**src/rtl/pedestrian_audio_cue_controller_defines.svh**
```systemverilog
// ---------------------------------------------------------------------------
// Pedestrian audio cue controller: assertion macros
// Concurrent assertion wrappers; define ASSERT_OFF to compile them out.
// ---------------------------------------------------------------------------
`ifndef PEDESTRIAN_AUDIO_CUE_CONTROLLER_DEFINES_SVH
`define PEDESTRIAN_AUDIO_CUE_CONTROLLER_DEFINES_SVH
`ifndef ASSERT_OFF
`define PACC_ASSERT(lbl, clk, rst_n, prop) \
  lbl: assert property (@(posedge clk) disable iff (!rst_n) prop) \
    else $error("pacc assertion failed");
`define PACC_ASSERT_ALWAYS(lbl, clk, prop) \
  lbl: assert property (@(posedge clk) prop) \
    else $error("pacc assertion failed");
`else
`define PACC_ASSERT(lbl, clk, rst_n, prop)
`define PACC_ASSERT_ALWAYS(lbl, clk, prop)
`endif
`endif

```
**src/rtl/pacc_pkg.sv**
```systemverilog
// ---------------------------------------------------------------------------
// Pedestrian audio cue controller package
// Shared widths, character codes, enums and inter-module structs.
// ---------------------------------------------------------------------------
package pacc_pkg;

  localparam int COUNTER_BITS = 16;
  localparam int CFG_W        = 16;
  localparam int CMP_W        = (COUNTER_BITS > CFG_W) ? COUNTER_BITS : CFG_W;
  localparam int CFG_IDX_W    = 1;
  localparam int BYTE_W       = 8;
  localparam int MAG_W        = 10;
  localparam int PROD_W       = 14;
  localparam int SEC_W        = 11;
  localparam int CLIP_W       = 3;

  localparam logic [MAG_W-1:0]        MAG_MAX       = 10'd999;
  localparam logic [CFG_W-1:0]        LOCKOUT_RESET = 16'd4000;
  localparam logic [CFG_W-1:0]        TIMEOUT_RESET = 16'd5000;
  localparam logic [COUNTER_BITS-1:0] CNT_MAX       = {COUNTER_BITS{1'b1}};

  localparam logic [BYTE_W-1:0] CH_G     = 8'h47;
  localparam logic [BYTE_W-1:0] CH_Y     = 8'h59;
  localparam logic [BYTE_W-1:0] CH_R     = 8'h52;
  localparam logic [BYTE_W-1:0] CH_COMMA = 8'h2C;
  localparam logic [BYTE_W-1:0] CH_CR    = 8'h0D;
  localparam logic [BYTE_W-1:0] CH_LF    = 8'h0A;
  localparam logic [BYTE_W-1:0] CH_SPACE = 8'h20;
  localparam logic [BYTE_W-1:0] CH_TAB   = 8'h09;
  localparam logic [BYTE_W-1:0] CH_VT    = 8'h0B;
  localparam logic [BYTE_W-1:0] CH_FF    = 8'h0C;
  localparam logic [BYTE_W-1:0] CH_PLUS  = 8'h2B;
  localparam logic [BYTE_W-1:0] CH_MINUS = 8'h2D;
  localparam logic [BYTE_W-1:0] CH_ZERO  = 8'h30;
  localparam logic [BYTE_W-1:0] CH_NINE  = 8'h39;

  typedef enum logic {OP_BYTE, OP_TICK} op_t;

  typedef enum logic [CFG_IDX_W-1:0] {REG_LOCKOUT, REG_TIMEOUT} cfg_reg_t;

  typedef enum logic [1:0] {
    COLOR_NONE, COLOR_GREEN, COLOR_YELLOW, COLOR_RED
  } color_t;

  typedef enum logic [1:0] {
    COMMA_NONE, COMMA_AT_START, COMMA_LATER
  } comma_t;

  typedef enum logic [1:0] {
    NUM_BLANKS, NUM_SIGNED, NUM_DIGITS, NUM_DONE
  } num_phase_t;

  typedef enum logic [CLIP_W-1:0] {
    CLIP_NONE, CLIP_WAIT, CLIP_WAIT_TEN, CLIP_WAIT_FIVE, CLIP_OFFLINE, CLIP_CROSS
  } clip_t;

  typedef struct packed {
    logic                    hit;
    color_t                  color;
    logic signed [SEC_W-1:0] seconds;
  } line_event_t;

  typedef struct packed {
    logic  fire;
    clip_t clip;
    logic  send_request;
  } cue_result_t;

endpackage

```
**src/rtl/pacc_if.sv**
```systemverilog
// ---------------------------------------------------------------------------
// Pedestrian audio cue controller channel interfaces
// Valid/ready channels for input items and for cue results.
// ---------------------------------------------------------------------------
interface pacc_in_if
  import pacc_pkg::*;
  ();
  logic              valid;
  logic              ready;
  logic              op;
  logic [BYTE_W-1:0] rx_byte;
  logic              button_level;

  modport source (output valid, output op, output rx_byte, output button_level,
                  input ready);
  modport sink (input valid, input op, input rx_byte, input button_level,
                output ready);
endinterface

interface pacc_out_if
  import pacc_pkg::*;
  ();
  logic              valid;
  logic              ready;
  logic [CLIP_W-1:0] clip;
  logic              send_request;

  modport source (output valid, output clip, output send_request, input ready);
  modport sink (input valid, input clip, input send_request, output ready);
endinterface

```
**src/rtl/pacc_line_parser.sv**
```systemverilog
// ---------------------------------------------------------------------------
// Pedestrian audio cue controller: line parser
// Assembles "color,number" lines from serial characters and flags a valid one.
// ---------------------------------------------------------------------------
module pacc_line_parser
  import pacc_pkg::*;
(
  input  logic              clk,
  input  logic              rst_n,
  input  logic              char_stb,
  input  logic [BYTE_W-1:0] rx_byte,
  output line_event_t       line_evt
);

  logic              nonempty_r, nonempty_nxt;
  logic [BYTE_W-1:0] first_char_r, first_char_nxt;
  comma_t            comma_r, comma_nxt;
  num_phase_t        phase_r, phase_nxt;
  logic              neg_r, neg_nxt;
  logic [MAG_W-1:0]  mag_r, mag_nxt;

  logic              is_blank, is_sign, is_digit;
  logic [PROD_W-1:0] mag_ext, prod;
  color_t            color;
  logic              color_ok;
  logic signed [SEC_W-1:0] mag_signed;

  assign is_blank = (rx_byte == CH_SPACE) || (rx_byte == CH_TAB) ||
                    (rx_byte == CH_VT) || (rx_byte == CH_FF);
  assign is_sign  = (rx_byte == CH_PLUS) || (rx_byte == CH_MINUS);
  assign is_digit = (rx_byte >= CH_ZERO) && (rx_byte <= CH_NINE);

  // digit value is the low nibble of an ASCII digit
  assign mag_ext  = {{(PROD_W-MAG_W){1'b0}}, mag_r};
  assign prod     = (mag_ext << 3) + (mag_ext << 1) + {{(PROD_W-4){1'b0}}, rx_byte[3:0]};

  assign mag_signed = $signed({{(SEC_W-MAG_W){1'b0}}, mag_r});

  always_comb begin
    case (first_char_r)
      CH_G:    color = COLOR_GREEN;
      CH_Y:    color = COLOR_YELLOW;
      CH_R:    color = COLOR_RED;
      default: color = COLOR_NONE;
    endcase
  end

  assign color_ok = (color != COLOR_NONE);

  always_comb begin
    nonempty_nxt   = nonempty_r;
    first_char_nxt = first_char_r;
    comma_nxt      = comma_r;
    phase_nxt      = phase_r;
    neg_nxt        = neg_r;
    mag_nxt        = mag_r;
    line_evt.hit     = 1'b0;
    line_evt.color   = color;
    line_evt.seconds = neg_r ? -mag_signed : mag_signed;

    if (char_stb && (rx_byte != CH_CR)) begin
      if (rx_byte == CH_LF) begin
        line_evt.hit   = nonempty_r && (comma_r == COMMA_LATER) && color_ok;
        nonempty_nxt   = 1'b0;
        first_char_nxt = '0;
        comma_nxt      = COMMA_NONE;
        phase_nxt      = NUM_BLANKS;
        neg_nxt        = 1'b0;
        mag_nxt        = '0;
      end else if (!nonempty_r) begin
        nonempty_nxt   = 1'b1;
        first_char_nxt = rx_byte;
        if (rx_byte == CH_COMMA) begin
          comma_nxt = COMMA_AT_START;
        end
      end else if (comma_r == COMMA_NONE) begin
        if (rx_byte == CH_COMMA) begin
          comma_nxt = COMMA_LATER;
        end
      end else if ((phase_r == NUM_BLANKS) && is_blank) begin
        phase_nxt = NUM_BLANKS;
      end else if ((phase_r == NUM_BLANKS) && is_sign) begin
        neg_nxt   = (rx_byte == CH_MINUS);
        phase_nxt = NUM_SIGNED;
      end else if (phase_r != NUM_DONE) begin
        if (is_digit) begin
          // saturate the magnitude
          mag_nxt   = (prod > PROD_W'(MAG_MAX)) ? MAG_MAX : prod[MAG_W-1:0];
          phase_nxt = NUM_DIGITS;
        end else begin
          phase_nxt = NUM_DONE;
        end
      end
    end
  end

  always_ff @(posedge clk) begin
    if (!rst_n) begin
      nonempty_r   <= 1'b0;
      first_char_r <= '0;
      comma_r      <= COMMA_NONE;
      phase_r      <= NUM_BLANKS;
      neg_r        <= 1'b0;
      mag_r        <= '0;
    end else begin
      nonempty_r   <= nonempty_nxt;
      first_char_r <= first_char_nxt;
      comma_r      <= comma_nxt;
      phase_r      <= phase_nxt;
      neg_r        <= neg_nxt;
      mag_r        <= mag_nxt;
    end
  end

endmodule

```
**src/rtl/pacc_cue_unit.sv**
```systemverilog
// ---------------------------------------------------------------------------
// Pedestrian audio cue controller: cue unit
// Keeps light state and ms counters, qualifies presses and picks the clip.
// ---------------------------------------------------------------------------
module pacc_cue_unit
  import pacc_pkg::*;
(
  input  logic             clk,
  input  logic             rst_n,
  input  logic             tick_stb,
  input  logic             button_level,
  input  line_event_t      line_evt,
  input  logic [CFG_W-1:0] lockout_ms,
  input  logic [CFG_W-1:0] link_limit_ms,
  output cue_result_t      res
);

  color_t                  color_r, color_nxt;
  logic signed [SEC_W-1:0] seconds_r, seconds_nxt;
  logic                    req_sent_r, req_sent_nxt;
  logic                    last_btn_r, last_btn_nxt;
  logic [COUNTER_BITS-1:0] since_press_r, since_press_nxt;
  logic [COUNTER_BITS-1:0] since_packet_r, since_packet_nxt;

  logic [COUNTER_BITS-1:0] press_inc, packet_inc;
  logic                    stale;
  clip_t                   clip;

  assign press_inc  = (since_press_r == CNT_MAX) ? since_press_r : since_press_r + 1'b1;
  assign packet_inc = (since_packet_r == CNT_MAX) ? since_packet_r : since_packet_r + 1'b1;
  assign stale      = CMP_W'(packet_inc) > CMP_W'(link_limit_ms);

  always_comb begin
    if (stale) begin
      clip = CLIP_OFFLINE;
    end else begin
      case (color_r)
        COLOR_RED:    clip = (seconds_r <= 11'sd5) ? CLIP_WAIT : CLIP_CROSS;
        COLOR_YELLOW: clip = CLIP_WAIT;
        COLOR_GREEN: begin
          if (seconds_r == 11'sd10) begin
            clip = CLIP_WAIT_TEN;
          end else if (seconds_r == 11'sd5) begin
            clip = CLIP_WAIT_FIVE;
          end else if ((seconds_r >= 11'sd1) && (seconds_r <= 11'sd9)) begin
            clip = CLIP_WAIT;
          end else begin
            clip = CLIP_WAIT_TEN;
          end
        end
        default:      clip = CLIP_NONE;
      endcase
    end
  end

  always_comb begin
    color_nxt        = color_r;
    seconds_nxt      = seconds_r;
    req_sent_nxt     = req_sent_r;
    last_btn_nxt     = last_btn_r;
    since_press_nxt  = since_press_r;
    since_packet_nxt = since_packet_r;
    res.fire         = 1'b0;
    res.clip         = clip;
    res.send_request = 1'b0;

    if (line_evt.hit) begin
      color_nxt        = line_evt.color;
      seconds_nxt      = line_evt.seconds;
      since_packet_nxt = '0;
      if (line_evt.color == COLOR_RED) begin
        req_sent_nxt = 1'b0;
      end
    end

    if (tick_stb) begin
      last_btn_nxt     = button_level;
      since_packet_nxt = packet_inc;
      res.fire         = last_btn_r && !button_level &&
                         (CMP_W'(press_inc) >= CMP_W'(lockout_ms));
      since_press_nxt  = res.fire ? '0 : press_inc;
      // one request per green or yellow phase
      res.send_request = res.fire && !req_sent_r &&
                         ((color_r == COLOR_GREEN) || (color_r == COLOR_YELLOW));
      if (res.send_request) begin
        req_sent_nxt = 1'b1;
      end
    end
  end

  always_ff @(posedge clk) begin
    if (!rst_n) begin
      color_r        <= COLOR_NONE;
      seconds_r      <= '0;
      req_sent_r     <= 1'b0;
      last_btn_r     <= 1'b1;
      since_press_r  <= '0;
      since_packet_r <= '0;
    end else begin
      color_r        <= color_nxt;
      seconds_r      <= seconds_nxt;
      req_sent_r     <= req_sent_nxt;
      last_btn_r     <= last_btn_nxt;
      since_press_r  <= since_press_nxt;
      since_packet_r <= since_packet_nxt;
    end
  end

endmodule

```
**src/rtl/pedestrian_audio_cue_controller.sv**
```systemverilog
// ---------------------------------------------------------------------------
// Pedestrian audio cue controller
// Turns light status lines and button ticks into audio cue results.
// ---------------------------------------------------------------------------
// Input channel in_ch carries one item per beat: a serial character (op 0)
// or a one-millisecond tick with the button level (op 1). Output channel
// out_ch carries one cue beat (clip, send_request) per accepted button press;
// characters and other ticks produce nothing.
// An item is captured in an input register, then processed into the result
// register: a cue is offered on out_ch once its tick has left the input register.
// One item per cycle is sustained while out_ch does not stall; the line and
// light state are updated as each item leaves the input register.
// When out_ch stalls with a cue pending, the input register still takes one
// more item, then in_ch.ready drops until the cue is taken.
// cfg_we writes the press lockout (index 0) or the link timeout (index 1);
// write only while the block is idle. Synchronous reset (rst_n low) empties
// both registers, clears light state and line assembly, and loads lockout
// 4000 ms and timeout 5000 ms.
// ---------------------------------------------------------------------------
`include "pedestrian_audio_cue_controller_defines.svh"

module pedestrian_audio_cue_controller
  import pacc_pkg::*;
(
  input  logic                 clk,
  input  logic                 rst_n,
  pacc_in_if.sink              in_ch,
  pacc_out_if.source           out_ch,
  input  logic                 cfg_we,
  input  logic [CFG_IDX_W-1:0] cfg_index,
  input  logic [CFG_W-1:0]     cfg_wdata
);

  logic              s1_valid_r;
  op_t               s1_op_r;
  logic [BYTE_W-1:0] s1_byte_r;
  logic              s1_btn_r;

  logic              out_valid_r;
  clip_t             out_clip_r;
  logic              out_req_r;

  logic [CFG_W-1:0]  lockout_r, timeout_r;

  logic              advance;
  logic              in_take;
  logic              char_stb;
  logic              tick_stb;
  logic              out_held;
  line_event_t       line_evt;
  cue_result_t       res;

  assign advance     = s1_valid_r && (!out_valid_r || out_ch.ready);
  assign in_ch.ready = !s1_valid_r || advance;
  assign in_take     = in_ch.valid && in_ch.ready;
  assign char_stb    = advance && (s1_op_r == OP_BYTE);
  assign tick_stb    = advance && (s1_op_r == OP_TICK);
  assign out_held    = out_valid_r && !out_ch.ready;

  pacc_line_parser u_parser (
    .clk      (clk),
    .rst_n    (rst_n),
    .char_stb (char_stb),
    .rx_byte  (s1_byte_r),
    .line_evt (line_evt)
  );

  pacc_cue_unit u_cue (
    .clk           (clk),
    .rst_n         (rst_n),
    .tick_stb      (tick_stb),
    .button_level  (s1_btn_r),
    .line_evt      (line_evt),
    .lockout_ms    (lockout_r),
    .link_limit_ms (timeout_r),
    .res           (res)
  );

  // input register
  always_ff @(posedge clk) begin
    if (!rst_n) begin
      s1_valid_r <= 1'b0;
    end else if (in_take) begin
      s1_valid_r <= 1'b1;
    end else if (advance) begin
      s1_valid_r <= 1'b0;
    end
  end

  always_ff @(posedge clk) begin
    if (in_take) begin
      s1_op_r   <= op_t'(in_ch.op);
      s1_byte_r <= in_ch.rx_byte;
      s1_btn_r  <= in_ch.button_level;
    end
  end

  // result register
  always_ff @(posedge clk) begin
    if (!rst_n) begin
      out_valid_r <= 1'b0;
    end else if (advance) begin
      out_valid_r <= res.fire;
    end else if (out_ch.ready) begin
      out_valid_r <= 1'b0;
    end
  end

  always_ff @(posedge clk) begin
    if (advance) begin
      out_clip_r <= res.clip;
      out_req_r  <= res.send_request;
    end
  end

  assign out_ch.valid        = out_valid_r;
  assign out_ch.clip         = out_clip_r;
  assign out_ch.send_request = out_req_r;

  always_ff @(posedge clk) begin
    if (!rst_n) begin
      lockout_r <= LOCKOUT_RESET;
      timeout_r <= TIMEOUT_RESET;
    end else if (cfg_we) begin
      case (cfg_reg_t'(cfg_index))
        REG_LOCKOUT: lockout_r <= cfg_wdata;
        REG_TIMEOUT: timeout_r <= cfg_wdata;
        default:     lockout_r <= lockout_r;
      endcase
    end
  end

  `PACC_ASSERT(a_stall_only_when_full, clk, rst_n, !in_ch.ready |-> (s1_valid_r && out_held))
  `PACC_ASSERT(a_char_gives_no_cue, clk, rst_n, char_stb |=> !out_valid_r)
  `PACC_ASSERT(a_drained_when_empty, clk, rst_n, (!s1_valid_r && out_ch.ready) |=> !out_valid_r)
  `PACC_ASSERT_ALWAYS(a_reset_empties, clk, !rst_n |=> (!out_valid_r && !s1_valid_r))

endmodule

```
**src/flat_wrapper.sv**
```systemverilog
// flat-port wrapper written by rule: the top's interface ports become plain ports
module pedestrian_audio_cue_controller_flat import pacc_pkg::*;
  (clk, rst_n, cfg_we, cfg_index, cfg_wdata, in_ch_valid, in_ch_op, in_ch_rx_byte, in_ch_button_level, in_ch_ready, out_ch_valid, out_ch_clip, out_ch_send_request, out_ch_ready);
  pacc_in_if in_ch_i ();
  pacc_out_if out_ch_i ();
  input  logic clk;
  input  logic rst_n;
  input  logic cfg_we;
  input  logic [CFG_IDX_W-1:0] cfg_index;
  input  logic [CFG_W-1:0] cfg_wdata;
  input wire logic [$bits(in_ch_i.valid)-1:0] in_ch_valid;
  input wire logic [$bits(in_ch_i.op)-1:0] in_ch_op;
  input wire logic [$bits(in_ch_i.rx_byte)-1:0] in_ch_rx_byte;
  input wire logic [$bits(in_ch_i.button_level)-1:0] in_ch_button_level;
  output wire logic [$bits(in_ch_i.ready)-1:0] in_ch_ready;
  output wire logic [$bits(out_ch_i.valid)-1:0] out_ch_valid;
  output wire logic [$bits(out_ch_i.clip)-1:0] out_ch_clip;
  output wire logic [$bits(out_ch_i.send_request)-1:0] out_ch_send_request;
  input wire logic [$bits(out_ch_i.ready)-1:0] out_ch_ready;
  assign in_ch_i.valid = in_ch_valid;
  assign in_ch_i.op = in_ch_op;
  assign in_ch_i.rx_byte = in_ch_rx_byte;
  assign in_ch_i.button_level = in_ch_button_level;
  assign in_ch_ready = in_ch_i.ready;
  assign out_ch_valid = out_ch_i.valid;
  assign out_ch_clip = out_ch_i.clip;
  assign out_ch_send_request = out_ch_i.send_request;
  assign out_ch_i.ready = out_ch_ready;
  pedestrian_audio_cue_controller u_core (.clk(clk), .rst_n(rst_n), .in_ch(in_ch_i), .out_ch(out_ch_i), .cfg_we(cfg_we), .cfg_index(cfg_index), .cfg_wdata(cfg_wdata));
endmodule
```
**config.mk**
```make
export PLATFORM = sky130hd
export DESIGN_NAME = pedestrian_audio_cue_controller_flat
export DESIGN_NICKNAME = d
export VERILOG_FILES = /design/src/rtl/pacc_pkg.sv /design/src/rtl/pacc_if.sv /design/src/rtl/pacc_line_parser.sv /design/src/rtl/pacc_cue_unit.sv /design/src/rtl/pedestrian_audio_cue_controller.sv /design/src/flat_wrapper.sv
export VERILOG_INCLUDE_DIRS = /design/src /design/src/rtl
export SDC_FILE = /design/constraint.sdc
export NUM_CORES = 1
export LEC_CHECK = 0
export ABC_AREA = 0
export ABC_CLOCK_PERIOD_IN_PS = 3550
export BUFFER_PORTS_ARGS = -buffer_cell sky130_fd_sc_hd__buf_4
export CORE_AREA = 2 2 120 122
export CTS_CLUSTER_SIZE = 16
export DETAILED_ROUTE_END_ITERATION = 8
export DIE_AREA = 0 0 122 124
export PLACE_DENSITY = 0.75
export SYNTH_ARGS = -nofsm -noshare
export SYNTH_HDL_FRONTEND = slang
export SYNTH_HIERARCHICAL = 1
export SYNTH_SLANG_ARGS = --single-unit
```
**constraint.sdc**
```tcl
create_clock -name clk -period 3.55 [get_ports clk]
set_input_delay 0.1775 -clock clk [delete_from_list [all_inputs] [get_ports clk]]
set_output_delay 0.1775 -clock clk [all_outputs]
set_load 0.01 [all_outputs]
```
* Word-level counts from Yosys, hierarchy flattened
Index checks and enable logic that the tools add are counted.
** Cells by class
- Mux-type cells :: 51
- Eq/ne operators :: 28
- Reduce and logical (&&, ||, !) cells :: 45
- Add/subtract/negate cells :: 5
- Order comparisons :: 8
- Bitwise gates (word level) :: 2
** Operators by type and width (number)
- 10-bit 2-to-1 mux :: 8
- 16-bit 2-to-1 mux :: 5
- 16-bit by 1-bit adder with 16-bit output, second input constant :: 2
- 16-bit equality test, second input constant :: 2
- 8-bit by 4-bit equality test with 1-bit output, second input constant :: 4
- 8-bit by 6-bit equality test with 1-bit output, second input constant :: 4
- 2-bit 2-to-1 mux :: 14
- 8-bit by 7-bit equality test with 1-bit output, second input constant :: 3
- 1-bit 2-to-1 mux :: 18
- 16-bit >= comparator :: 1
- 16-bit > comparator :: 1
- 8-bit 2-to-1 mux :: 2
- 2-bit nonzero test :: 8
- 1-bit logical AND :: 15
- 13-bit by 11-bit adder with 14-bit output :: 1
- 14-bit by 4-bit adder with 14-bit output :: 1
- 14-bit by 10-bit > comparator with 1-bit output, second input constant :: 1
- 11-bit by 4-bit equality test with 1-bit output, second input constant :: 1
- 11-bit by 5-bit equality test with 1-bit output, second input constant :: 1
- 11-bit by 2-bit >= comparator with 1-bit output, second input constant :: 1
- 11-bit by 4-bit <= comparator with 1-bit output, second input constant :: 1
- 11-bit by 5-bit <= comparator with 1-bit output, second input constant :: 1
- 11-bit 2-to-1 mux :: 1
- 10-bit negation with 11-bit output :: 1
- other kinds (22) :: 42
** Storage, ports and cells
- Bits in registers :: 119
- Word-level logic and storage cells :: 160
- Output and inout bits :: 6
- Bits of input ports :: 32

* Logic depth before layout (Yosys ltp)
Gate-level depths: netlist of run 1.
- Depth after elaboration :: 11
- Depth in mapped cells :: 16

* Hierarchy
Netlist of run 1, hierarchy kept.
** By module, submodules not included
- pacc_cue_unit :: area each 3557.2 um2, cells an instance 448, instances 1, seq. area each 940.9 um2
- pacc_line_parser :: area each 2230.9 um2, cells an instance 266, instances 1, seq. area each 480.5 um2
- pedestrian_audio_cue_controller :: area each 1785.5 um2, cells an instance 160, instances 1, seq. area each 1101.1 um2

* Least setup slack after synthesis of run 1
Ideal clock, no wire load.
- Kind :: register to register
- Start point :: reg u_core.u_cue.since_press_r[0]
- End point :: reg u_core.u_cue.since_press_r[13]
- Stages on the path, launching flop included :: 15
- Required time :: 3.472 ns
- Arrival time :: 3.503 ns
- Slack :: -0.031 ns
- Setup time :: 0.078 ns
- Path through :: dfxtp_1 ha_1 and3_2 nand3_2 or4_4 buf_6 nand4_1 xnor2_1 ha_1 a211o_1 a2111oi_0 o21ai_0 a31o_2 clkbuf_1 nor3_1
** Between the ends
- Word-level cells in the longest chain between the ends :: 5
- Elaborated cells between the ends (all ways) :: 6
** Ends and longest elaborated chain
- start, declared :: line pacc_cue_unit.sv:22 : logic [COUNTER_BITS-1:0] since_press_r, since_press_nxt;
- start signal, assigned :: line pacc_cue_unit.sv:104 : since_press_r <= since_press_nxt;
- 16-bit by 1-bit adder with 16-bit output or 16-bit equality test (tied branches) :: line pacc_cue_unit.sv:29 : assign press_inc = (since_press_r == CNT_MAX) ? since_press_r : since_press_r + 1'b1;
- 16-bit 2-to-1 mux (*) :: line pacc_cue_unit.sv:29
- 16-bit >= comparator :: line pacc_cue_unit.sv:80 : (CMP_W'(press_inc) >= CMP_W'(lockout_ms));
- 1-bit logical AND :: line pacc_cue_unit.sv:79 : res.fire = last_btn_r && !button_level &&
- 16-bit 2-to-1 mux (*) :: line pacc_cue_unit.sv:81 : since_press_nxt = res.fire ? '0 : press_inc;
Every way passes the cells marked *; elsewhere a longest branch is shown, timed or not.
A chain may end at the register's enable or synchronous reset.

* Final worst setup path of run 1
- Start point :: reg u_core.u_cue.since_press_r[0]
- End point :: reg u_core.u_cue.since_press_r[15]
Same word-level chain as after synthesis.

==> metrics.md, run 1 <==
| Metric | Value |
|---|---|
| TritonCTS clock tree | built |
| Primary FF master, synth | dfxtp_1 |
| Final Hold Viols | 0 |
| Most frequent cells in the layout | dfxtp_1 (105), nand2_1 (82), buf_4 (66) |
| Top cell type's share of synthesized area | 0.2775 |
| Max Root-Sink Buffers | 2 |
| Pwr Density | 390.2 nW/um2 |
| Inst Count DP | between 1000 and 1500 |
| Hold WC Path Type | in2reg |
| GRT overflow | 0 |
| Synthesized instance count | 874 |
| Syn Area/Cell | approximately 8.7 um2 |
| Residual DRC count | 0 |
| Most common cell after layout, fill and taps aside | dfxtp_1 |
| Crit end category | flip-flop |
| VDD IR-drop max | 0.3881 mV |
| Most used cell along the critical path | ha_1 |
| Postcts setup bufs | 0 |
| Placed Area | around 8100 um2 |
| Util after Layout | 0.6441 |
| Slew Limit Headroom | 0.4828 |
| Synthesized Nets | 966 |
| Worst Tran Pin Value | approximately 770 ps |
| WL/cell | 15.38 um |
| Fmax achieved | 0.3012 GHz |
| Setup-failing EPs final | 0 |
| Required @ worst endpoint | a little under 4000 ps |
| DP Wirelength | 12730 um |
| Critical-path top delay cell | or4_4 |
| Design Area, Final | 8837 um2 |
| Routed Antenna Nets | 0 |
| N_diodes | 0 |
| Reg2reg end | u_core/u_cue/since_press_r[15]$_SDFFE_PN0P_ |
| Cell depth of the worst hold path | 3 |
| Leak | around 3.8 nW |
| 1st-iter DRT viols | 359 |
| Worst reg2reg setup slack | between 200 and 250 ps |
| Core ar. | 13720 um2 |
| Die area | 15130 um2 |
| Synthesis-stage register bit count | about 120 |
| Clk slew on worst S/H paths | approximately 50 ps |
| Yosys top cell by area | dfxtp_1 |
| Synth area leaders | dfxtp_1 (28%), ha_1 (9.6%), edfxtp_1 (5.6%) |
| Num ports | 38 |
| First-pass GRT wire length | 29050 um |
| Routed vias | 6479 |
| Fin cells | 1124 |
| CP Cell Sequence | ha_1, and3_2, nand3_2, or4_4, mux2_2, ha_1, o211ai_1, nor2_1, a2111oi_2, o21ai_1, a31o_4, nor3_1 |
| Pin count of the biggest net entering global routing | 47 |
| Maxcap violations | 0 |
| Slew Limit Fails | 0 |
| Sequential-to-total area share from yosys stat | 0.3331 |
| CTS HTree Levels | 4 |
| Min-delay src | cfg_wdata[11] |
| Layout cells sized above 1 | 0.1441 |
| Crit path DAT | around 3700 ps |
| Routability cong. | 0.8803 |
| PortBufs | 37 |
| Routed WL | between 15000 and 20000 um |
| CTS sink count | 119 |
| Clk Latency, worst-skew pair | 410 ps |
| Final period utilization | 0.9352 |
| Final #Nets | 1023 |
| YS warnings | 6 |
| Max incr delay on CP | 520 ps |
| Post-layout min period | 3320 ps |
| Initial core utilization | 0.5520 |
| Clock Skews | roughly 8.4 ps |
| Status | finished clean |
| Vias per cell | 5.764 |
| Worst Hold End | u_core/timeout_r[11]$_SDFFE_PN0P_ |
| Initial antenna violation count | 0 |
| EDFF count, synth | 14 |
| R2R depth | 12 |
| FF-to-FF Start | u_core/u_cue/since_press_r[0]$_SDFFE_PN0P_ |
| Total Routing Usage GR | 0.2407 |
| Top delay family on crit path | simple AND/OR/NAND/NOR gates |
| Setup CP Type | reg2reg |
| Post-synthesis cell type count | a little over 80 |
| Row cnt | 43 |
| Drt pass-1 iters | 5 |
| Cell Area, Synth | roughly 7600 um2 |
| CP Max Fanout | 11 |
| Async set or reset register ratio after synthesis | 0 |
| Root buf cell | clkbuf_16 |
| CP Launch Type | flip-flop |
| Die width | 122 um |
| Worst Path Buf+Inv | 0 |
| Setup TNS | 0 ps |
| Unrepaired setup endpoints after global routing | false |
| Vias in the first global route | 6199 |
| Die H | 124 um |
| Area grow syn2layout | 16.69% |
| Total CTS buffers | 17 |
==> sequential cells by signal, indices dropped and copies added (netlist names) <==
register / count
u_core/out_ch.valid: 1
u_core/u_cue/color_r: 2
u_core/s1_op_r: 1
u_core/s1_byte_r: 8
u_core/u_parser/first_char_r: 8
u_core/timeout_r: 16
u_core/u_cue/req_sent_r: 1
u_core/u_parser/comma_r: 2
u_core/u_cue/since_press_r: 16
u_core/s1_valid_r: 1
u_core/u_cue/seconds_r: 11
u_core/lockout_r: 16
u_core/out_ch.send_request: 1
u_core/u_cue/since_packet_r: 16
u_core/u_cue/last_btn_r: 1
u_core/out_ch.clip: 3
u_core/u_parser/phase_r: 2
u_core/u_parser/nonempty_r: 1
u_core/u_parser/neg_r: 1
u_core/u_parser/mag_r: 10
u_core/s1_btn_r: 1
==> area by class of cell <==
cell class | count | area [um2]
clock inverter | 8 | 117.6
tap | 180 | 225.2
multi-input combinational | 658 | 4652
fill | 1134 | 4882
inverter | 59 | 221.5
timing repair buffer | 76 | 595.6
sequential | 119 | 2522
clock buffer | 24 | 503.0
==> report_power, final <==
| part | internal (mW) | switching (mW) |
|---|---|---|
| Clock | 1.20 | 0.581 |
| Combinational | 0.106 | 0.136 |
| Sequential | 1.40 | 0.0267 |
| Total | 2.70 | 0.744 |
==> synthesized netlist by cell type, drive strengths merged (13+ instances only) <==
master and count:
nand2 83, xor2 16, inv 59, nand3 44
dfxtp 105, buf 18, a211oi 13, nor2b 15
a21o 14, nor2 62, nor3 28, edfxtp 14
clkbuf 20, and3 18, ha 58, nand4 17
xnor2 26, mux2i 42, o21ai 32, o211ai 17
a21oi 38
==> worst max-delay path by stage <==
stage                                               startpoint                                          end  slack [ps]  cells past startpoint
global placement    u_core/u_cue/since_press_r[0]$_SDFFE_PN0P_  u_core/u_cue/since_press_r[13]$_SDFFE_PN0P_          80                     12
CTS                 u_core/u_cue/since_press_r[0]$_SDFFE_PN0P_  u_core/u_cue/since_press_r[15]$_SDFFE_PN0P_          40                     12
finish              u_core/u_cue/since_press_r[0]$_SDFFE_PN0P_  u_core/u_cue/since_press_r[15]$_SDFFE_PN0P_         230                     12
floorplan           u_core/u_cue/since_press_r[0]$_SDFFE_PN0P_  u_core/u_cue/since_press_r[13]$_SDFFE_PN0P_          20                     14
detailed placement  u_core/u_cue/since_press_r[0]$_SDFFE_PN0P_  u_core/u_cue/since_press_r[15]$_SDFFE_PN0P_         -50                     12
global route        u_core/u_cue/since_press_r[1]$_SDFFE_PN0P_   u_core/u_cue/since_press_r[1]$_SDFFE_PN0P_          20                     14
==> tightest hold or removal path, delay by kind of cell <==
family	cells	cell delay (ps)
compound gates	1	70
buf+inv	1	90
simple gates	1	60
==> logic make-up (layout without fill, tap and decap cells) <==
logic type / Yosys count / count (layout) / share of synthesized area
simple gates: 326 / 326 / 0.2235
flops: 119 / 119 / 0.3331
fa+ha+maj: 60 / 60 / 0.1011
buf+inv: 97 / 167 / 0.05666
xor+xnor: 42 / 42 / 0.04857
compound gates: 179 / 179 / 0.1682
mux: 51 / 51 / 0.06889
==> through the flow <==
stage / setup WS [ps] / hold slack, ps / power [mW]
after floorplan: 15.49 / 276.4 / 1.604
after global placement: 84.13 / 355.5 / 1.677
after detailed placement: -45.31 / 356.8 / 1.683
after CTS: 42.28 / 9.037 / 3.474
after global routing: 16.53 / 33.80 / 3.571
final: 230.0 / 32.34 / 3.448
==> timing repair <==
action	4_1_cts	5_1_grt
pin swaps	0	1
setup endpoints to repair	6	19
hold buffers	10	0
gates resized for setup	1	4
endpoints found under the hold margin	10	0
==> metal layers <==
metal  wire length (um)  part of all wire  up-vias  track usage
met3                592             0.034       33      0.05540
met4                499             0.029        0       0.1013
li1                   -                 -     3264            -
met5                  0                 0        -            0
met2               8480              0.49      108       0.4145
met1               7714              0.45     3074       0.2890
No activity file was read; power rests on OpenSTA's default activity.
==> run 2, diff against run 1 <==
--- a/config.mk
+++ b/config.mk
@@ -10,8 +10,8 @@
 export ABC_CLOCK_PERIOD_IN_PS = 3550
 export BUFFER_PORTS_ARGS = -buffer_cell sky130_fd_sc_hd__buf_4
-export CORE_AREA = 2 2 120 122
+export CORE_AREA = 2 2 102 143
 export CTS_CLUSTER_SIZE = 16
 export DETAILED_ROUTE_END_ITERATION = 8
-export DIE_AREA = 0 0 122 124
+export DIE_AREA = 0 0 104 145
 export PLACE_DENSITY = 0.75
 export SYNTH_ARGS = -nofsm -noshare
==> constraint.sdc (replaced) <==
create_clock -name clk -period 3.55 [get_ports clk]
set_input_delay 0.71 -clock clk [delete_from_list [all_inputs] [get_ports clk]]
set_output_delay 0.71 -clock clk [all_outputs]
set_load 0.01 [all_outputs]
==> run 2 against run 1 <==
Effect of this change: die area is 0.32% lower; sequential power hardly changed; critical endpoint is now u_core/u_cue/since_press_r[12]$_SDFFE_PN0P_; design area is 1.1% lower; global-route usage is 0.67 points higher; highest routed layer unchanged; maximum frequency is 1.3% lower; sequential cell count stayed put.
==> metrics.md, run 2 (synthesis gave the netlist of run 1 again) <==
| Metric | Value |
|---|---|
| Setup-failing EPs final | 0 (unchanged) |
| Area grow syn2layout | 15.41% |
| Hold WC Path Type | reg2reg |
| Core ar. | 13780 um2 (+0.47%) |
| Initial core utilization | 0.5495 (-0.002556) |
| Worst Tran Pin Value | 621.8 ps (-148.1 ps) |
| Unrepaired setup endpoints after global routing | true |
| Final Hold Viols | 0 (unchanged) |
| Maxcap violations | 0 (unchanged) |
| CP Launch Type | flip-flop |
| Max Root-Sink Buffers | 2 (unchanged) |
| Initial antenna violation count | 0 (unchanged) |
| Worst setup margin | 185.5 ps (-44.42 ps) |
| Vias in the first global route | 6563 (+5.9%) |
| Slew Limit Fails | 0 (unchanged) |
| Fmax achieved | 0.2972 GHz (-1.3%) |
| Clk Latency, worst-skew pair | 420 ps (about the same) |
| Pwr Density | 381.1 nW/um2 (-2.3%) |
| Post-Place Setup Slack | 3.585 ps (+48.89 ps) |
| TritonCTS clock tree | built |
| Reg area | 2522 um2 (unchanged) |
| Setup CP Type | reg2reg |
| CP Max Fanout | 6 (-5) |
| Total Routing Usage GR | 0.2473 (+0.006654) |
| Routed Antenna Nets | 0 (unchanged) |
| Routed vias | 6497 (+0.28%) |
| First-pass GRT wire length | 30160 um (+3.8%) |
| Status | finished clean |
| Crit end category | flip-flop |
| Die area | 15080 um2 (-0.32%) |
| Most frequent cells in the layout | dfxtp_1 (105), nand2_1 (82), buf_4 (68) |
| Util after Layout | 0.6342 (-0.009972) |
| Slew Limit Headroom | 0.5823 (+0.09947) |
| 1st-iter DRT viols | 293 (-18%) |
| Residual DRC count | 0 (unchanged) |
| Routability cong. | 0.8479 (-3.7%) |
| GRT overflow | 0 (unchanged) |
| Final period utilization | 0.9477 (+0.01251) |
| Pin count of the biggest net entering global routing | 43 (-8.5%) |
| Layout cells sized above 1 | 0.1506 (+0.006573) |
| Total CTS buffers | 17 (unchanged) |
| Drt pass-1 iters | 5 (unchanged) |
| WL/cell | 15.92 um (+3.5%) |
| DP Wirelength | 13420 um (+5.5%) |
| Clock Skews | 6.275 ps (-2.164 ps) |
| Leak | 3.757 nW (-1.4%) |
| Root buf cell | clkbuf_16 |
| Post-layout min period | 3364 ps (+44.42 ps) |
| VDD IR-drop max | 0.3291 mV (-15%) |
| Num ports | 38 (unchanged) |
| PortBufs | 37 (unchanged) |
| CTS HTree Levels | 4 (unchanged) |
| Final #Nets | 1015 (-0.78%) |
| N_diodes | 0 (unchanged) |
| Required @ worst endpoint | 3850 ps (-30 ps) |
| Routed WL | 17850 um (+3.3%) |
| Clk slew on worst S/H paths | 60 ps (about the same) |
| Placed Area | 8115 um2 (+0.26%) |
| Final hold slack | 457.9 ps (+425.6 ps) |
| Die H | 145 um (+17%) |
| Multi-input logic area | 4668 um2 (+0.35%) |
| Row cnt | 51 (+19%) |
| Die width | 104 um (-15%) |
| # fillers | 1233 (+8.7%) |
| Most common cell after layout, fill and taps aside | dfxtp_1 |
| CTS sink count | 119 (unchanged) |
| Crit path DAT | 3670 ps (+20 ps) |
| Inst Count DP | 1089 (+0.65%) |
| Design Area, Final | 8741 um2 (-1.1%) |
| Vias per cell | 5.796 (+0.55%) |
| Postcts setup bufs | 0 (unchanged) |
| Fin cells | 1121 (-0.27%) |
run 2: changes by cell type in the layout (fill, tap and decap cells not counted), moves of 2 or more:
cell / before / now
clkinvlp_4: 1 / 3
clkinv_2: 4 / 1
clkbuf_1: 3 / 1
bufinv_16: 3 / 1
clkinv_4: 0 / 6
buf_4: 66 / 68
dlygate4sd3_1: 10 / 0
clkbuf_8: 3 / 1
run 2: final timing paths:
| check | startpoint | endpoint | slack (ps) | depth (start not counted) |
|---|---|---|---|---|
| setup / recovery | u_core/u_cue/since_press_r[5]$_SDFFE_PN0P_ | u_core/u_cue/since_press_r[12]$_SDFFE_PN0P_ | 190 | 14 |
| hold / removal | u_core/lockout_r[3]$_SDFFE_PN0P_ | u_core/lockout_r[3]$_SDFFE_PN0P_ | 460 | 2 |
| setup reg to reg | u_core/u_cue/since_press_r[5]$_SDFFE_PN0P_ | u_core/u_cue/since_press_r[12]$_SDFFE_PN0P_ | 190 | 14 |
| hold reg to reg | u_core/lockout_r[3]$_SDFFE_PN0P_ | u_core/lockout_r[3]$_SDFFE_PN0P_ | 460 | 2 |
run 2: timing repair:
action                     CTS  global route
gates resized for setup      1             7
hold buffers                 0             0
setup endpoints to repair    1            19
pin swaps                    0             2
run 2: critical path, cell delays in order, from the launching register on:
cell     delay, ps
dfxtp_1        400
inv_1          100
or3_1          420
nor3_1         190
buf_4          170
and2_1         150
mux2_2         380
ha_1           340
nand4_1        100
nor2_1         120
o21ai_1        110
o21ai_2        200
nand2_2        130
buf_4          190
a32o_1         250
run 2: per-layer routing:
metal	vias up	GRT usage	share of wire
met5	-	0	0
met3	48	0.05166	0.033
met2	147	0.4507	0.52
met1	3051	0.2626	0.40
li1	3251	-	-
met4	0	0.1365	0.047
run 2: area by class of cell:
type,count,area share
Multi-Input combinational cell,658,0.5341
Clock buffer,20,0.05354
Sequential cell,119,0.2886
Tap cell,185,0.02648
Clock inverter,12,0.01360
Timing Repair Buffer,68,0.05840
Inverter,59,0.02534
run 2: stage by stage:
step / power, mW / setup TNS, ps
floorplan: 1.604 / 0
global placement: 1.676 / 0
detailed placement: 1.682 / 0
CTS: 3.353 / 0
global route: 3.454 / -4.032
finish: 3.331 / 0
run 2: where the power goes:
group	internal, mW	switching, mW
Clock	1.03	0.642
Sequential	1.40	0.0304
Combinational	0.0986	0.132
==> run 3, diff against run 2 <==
Settings changed: ABC_AREA 0 to 1, CORE_AREA 2 2 102 143 to 2 2 104 146, DIE_AREA 0 0 104 145 to 0 0 106 148.
==> run 3 against run 2 <==
Effect of this change: via count grew 11%; worst hold slack gained 0.67 ps; highest routed layer unchanged; utilization fell by 1.8 points; non-clock buffer count fell by 28.
==> metrics.md, run 3 <==
| Metric | Value |
|---|---|
| Design Area, Final | 8861 um2 (+1.4%) |
| Total CTS buffers | 17 (unchanged) |
| Top-count cell post-synth | nand2_1 |
| Slew Limit Fails | 0 (unchanged) |
| CP Launch Type | flip-flop |
| Post-layout min period | 3048 ps (-316.0 ps) |
| WL/cell | 12.87 um (-19%) |
| Placed Area | 8254 um2 (+1.7%) |
| Vias per cell | 5.161 (-11%) |
| Top cell type's share of synthesized area | 0.2659 (-0.01164) |
| Pwr Density | 386.3 nW/um2 (+1.4%) |
| Unrepaired setup endpoints after global routing | false |
| CP Cell Sequence | ha_1, nand2_2, inv_1, nand2_1, nor2_1, nand2_1, nor2_1, nand2_1, and2_1, ha_1, nand2_1, nor3_1, nand3_1, nand3_1, nand3_1, inv_1, nand2_1, a21oi_1 |
| Setup CP Type | reg2reg |
| Slew Limit Headroom | 0.5639 (-0.01840) |
| Final #Nets | 1290 (+27%) |
| Setup-failing EPs final | 0 (unchanged) |
| Crit path DAT | 3390 ps (-280 ps) |
| Routed WL | 18020 um (+0.94%) |
| Total Routing Usage GR | 0.2401 (-0.007191) |
| Routed Antenna Nets | 0 (unchanged) |
| Synthesized Nets | 1258 (+30%) |
| Clk slew on worst S/H paths | 60 ps (about the same) |
| Most used cell along the critical path | nand2_1 |
| Final hold slack | 458.6 ps (+0.6670 ps) |
| Sequential-to-total area share from yosys stat | 0.3191 (-0.01397) |
| Worst Tran Pin Value | 653.5 ps (+31.66 ps) |
| Crit end category | flip-flop |
| Fmax achieved | 0.3280 GHz (+10%) |
| Die width | 106 um (+1.9%) |
| Final Hold Viols | 0 (unchanged) |
| Critical-path top delay cell | dfxtp_1 |
| PortBufs | 37 (unchanged) |
| Util after Layout | 0.6163 (-0.01791) |
| Root buf cell | clkbuf_16 |
| Hold WC Path Type | reg2reg |
| Area grow syn2layout | 12.09% |
| Max incr delay on CP | 420 ps (about the same) |
| Hold_buf cts | 0 (unchanged) |
| Syn Area/Cell | 6.780 um2 (-22%) |
| Layout cells sized above 1 | 0.1024 (-0.04825) |
| Most common cell after layout, fill and taps aside | nand2_1 |
| Clock Skews | 7.313 ps (+1.039 ps) |
| Max Root-Sink Buffers | 2 (unchanged) |
| Post-synthesis cell type count | 51 (-38%) |
| GRT overflow | 0 (unchanged) |
| Row cnt | 52 (+2.0%) |
| Setup TNS | 0 ps (unchanged) |
| Worst Path Buf+Inv | 2 (-1) |
| Async set or reset register ratio after synthesis | 0 (unchanged) |
| Pin count of the biggest net entering global routing | 63 (+47%) |
| Multi-input logic area | 4567 um2 (-2.2%) |
| Residual DRC count | 0 (unchanged) |
| Synthesized instance count | 1166 (+33%) |
| Die H | 148 um (+2.1%) |
| CP Max Fanout | 6 (unchanged) |
| Fin cells | 1400 (+25%) |
| Initial antenna violation count | 0 (unchanged) |
| Leak | 4.251 nW (+13%) |
| Num ports | 38 (unchanged) |
| Initial core utilization | 0.5498 (about the same) |
| EDFF count, synth | 14 (unchanged) |
| # fillers | 1339 (+8.6%) |
| Routed vias | 7226 (+11%) |
| Final period utilization | 0.8587 (-0.08902) |
| CTS sink count | 119 (unchanged) |
| Required @ worst endpoint | 3890 ps (+40 ps) |
| Clk Latency, worst-skew pair | 420 ps (about the same) |
| N_diodes | 0 (unchanged) |
| Synthesis-stage register bit count | 119 (unchanged) |
| Postcts setup bufs | 0 (unchanged) |
| Drt pass-1 iters | 5 (unchanged) |
| Top delay family on crit path | simple AND/OR/NAND/NOR gates |
| YS warnings | 6 (unchanged) |
| VDD IR-drop max | 0.3045 mV (-7.5%) |
| Most frequent cells in the layout | nand2_1 (300), inv_1 (160), nor2_1 (139) |
| Status | finished clean |
| Reg area | 2522 um2 (unchanged) |
| Vias in the first global route | 6770 (+3.2%) |
| Inst Count DP | 1368 (+26%) |
| Core ar. | 14380 um2 (+4.3%) |
| Die area | 15690 um2 (+4.0%) |
| Cell Area, Synth | 7905 um2 (+4.4%) |
| 1st-iter DRT viols | 499 (+70%) |
| CTS HTree Levels | 4 (unchanged) |
| Yosys top cell by area | dfxtp_1 |
| Synth area leaders | dfxtp_1 (27%), nand2_1 (14%), ha_1 (9.2%) |
| DP Wirelength | 13480 um (+0.44%) |
| Routability cong. | 0.9281 (+9.5%) |
| Primary FF master, synth | dfxtp_1 |
| Post-CTS sizing | 0 (-1) |
| Most instantiated cells after synthesis | nand2_1 (300), inv_1 (160), nor2_1 (140) |
| Maxcap violations | 0 (unchanged) |
| First-pass GRT wire length | 30430 um (+0.90%) |
| TritonCTS clock tree | built |
-- run 3: cell types whose count changed after synthesis, sizes merged, moves of 18 or more --
| cell | before | now |
|---|---|---|
| xnor2 | 26 | 5 |
| inv | 59 | 166 |
| nor2 | 62 | 153 |
| mux2i | 42 | 0 |
| a21oi | 38 | 90 |
| nand2 | 83 | 314 |
| o21ai | 32 | 50 |
| nand3 | 44 | 96 |
-- run 3: worst paths after layout --
| check | depth (start not counted) | endpoint | startpoint | slack (ps) |
|---|---|---|---|---|
| setup / recovery | 18 | u_core/out_ch.valid$_SDFFE_PN0P_ | u_core/u_cue/since_press_r[0]$_SDFFE_PN0P_ | 500 |
| hold / removal | 2 | u_core/lockout_r[7]$_SDFFE_PN1P_ | u_core/lockout_r[7]$_SDFFE_PN1P_ | 460 |
| setup reg to reg | 18 | u_core/out_ch.valid$_SDFFE_PN0P_ | u_core/u_cue/since_press_r[0]$_SDFFE_PN0P_ | 500 |
| hold reg to reg | 2 | u_core/lockout_r[7]$_SDFFE_PN1P_ | u_core/lockout_r[7]$_SDFFE_PN1P_ | 460 |
-- run 3: area by class of cell --
cell class,instances,area share
inverter,166,0.07088
clock buffer,20,0.05154
sequential,119,0.2847
tap,189,0.02669
timing repair buffer,40,0.03389
multi-input combinational,854,0.5154
clock inverter,12,0.01694
-- run 3: stage by stage --
step | worst slack [ps] | total power [mW]
5_1_grt | 85.91 | 3.549
3_5_place_dp | 543.4 | 1.696
6_report | 501.6 | 3.423
2_1_floorplan | 936.2 | 1.621
3_3_place_gp | 624.9 | 1.690
4_1_cts | 491.6 | 3.460
-- run 3: routing by layer --
metal	part of all wire	track usage	wire (um)
met5	0	0	0
met4	0.022	0.1020	394
met3	0.031	0.03263	565
met2	0.53	0.4513	9576
met1	0.42	0.2676	7481
-- run 3: logic make-up (layout without fill, tap and decap cells) --
logic type      count (synthesis)  count (layout)  synth area share
compound gates                152             152            0.1018
xor+xnor                       24              24           0.02659
fa+ha+maj                      60              60           0.09687
buf+inv                       193             238            0.1035
flops                         119             119            0.3191
simple gates                  618             618            0.3522
-- run 3: report_power, final --
group / internal [mW] / leakage (nW) / switching (mW)
sequential: 1.41 / 0.993 / 0.0306
combinational: 0.0850 / 2.97 / 0.147
clock: 1.14 / 0.288 / 0.619
-- run 3: worst reg2reg max path, delay by kind of cell (launching register included) --
family          cells  cell delay (ps)
fa+ha+maj           2              480
compound gates      1              140
simple gates       13             1660
flops               1              420
buf+inv             2              270
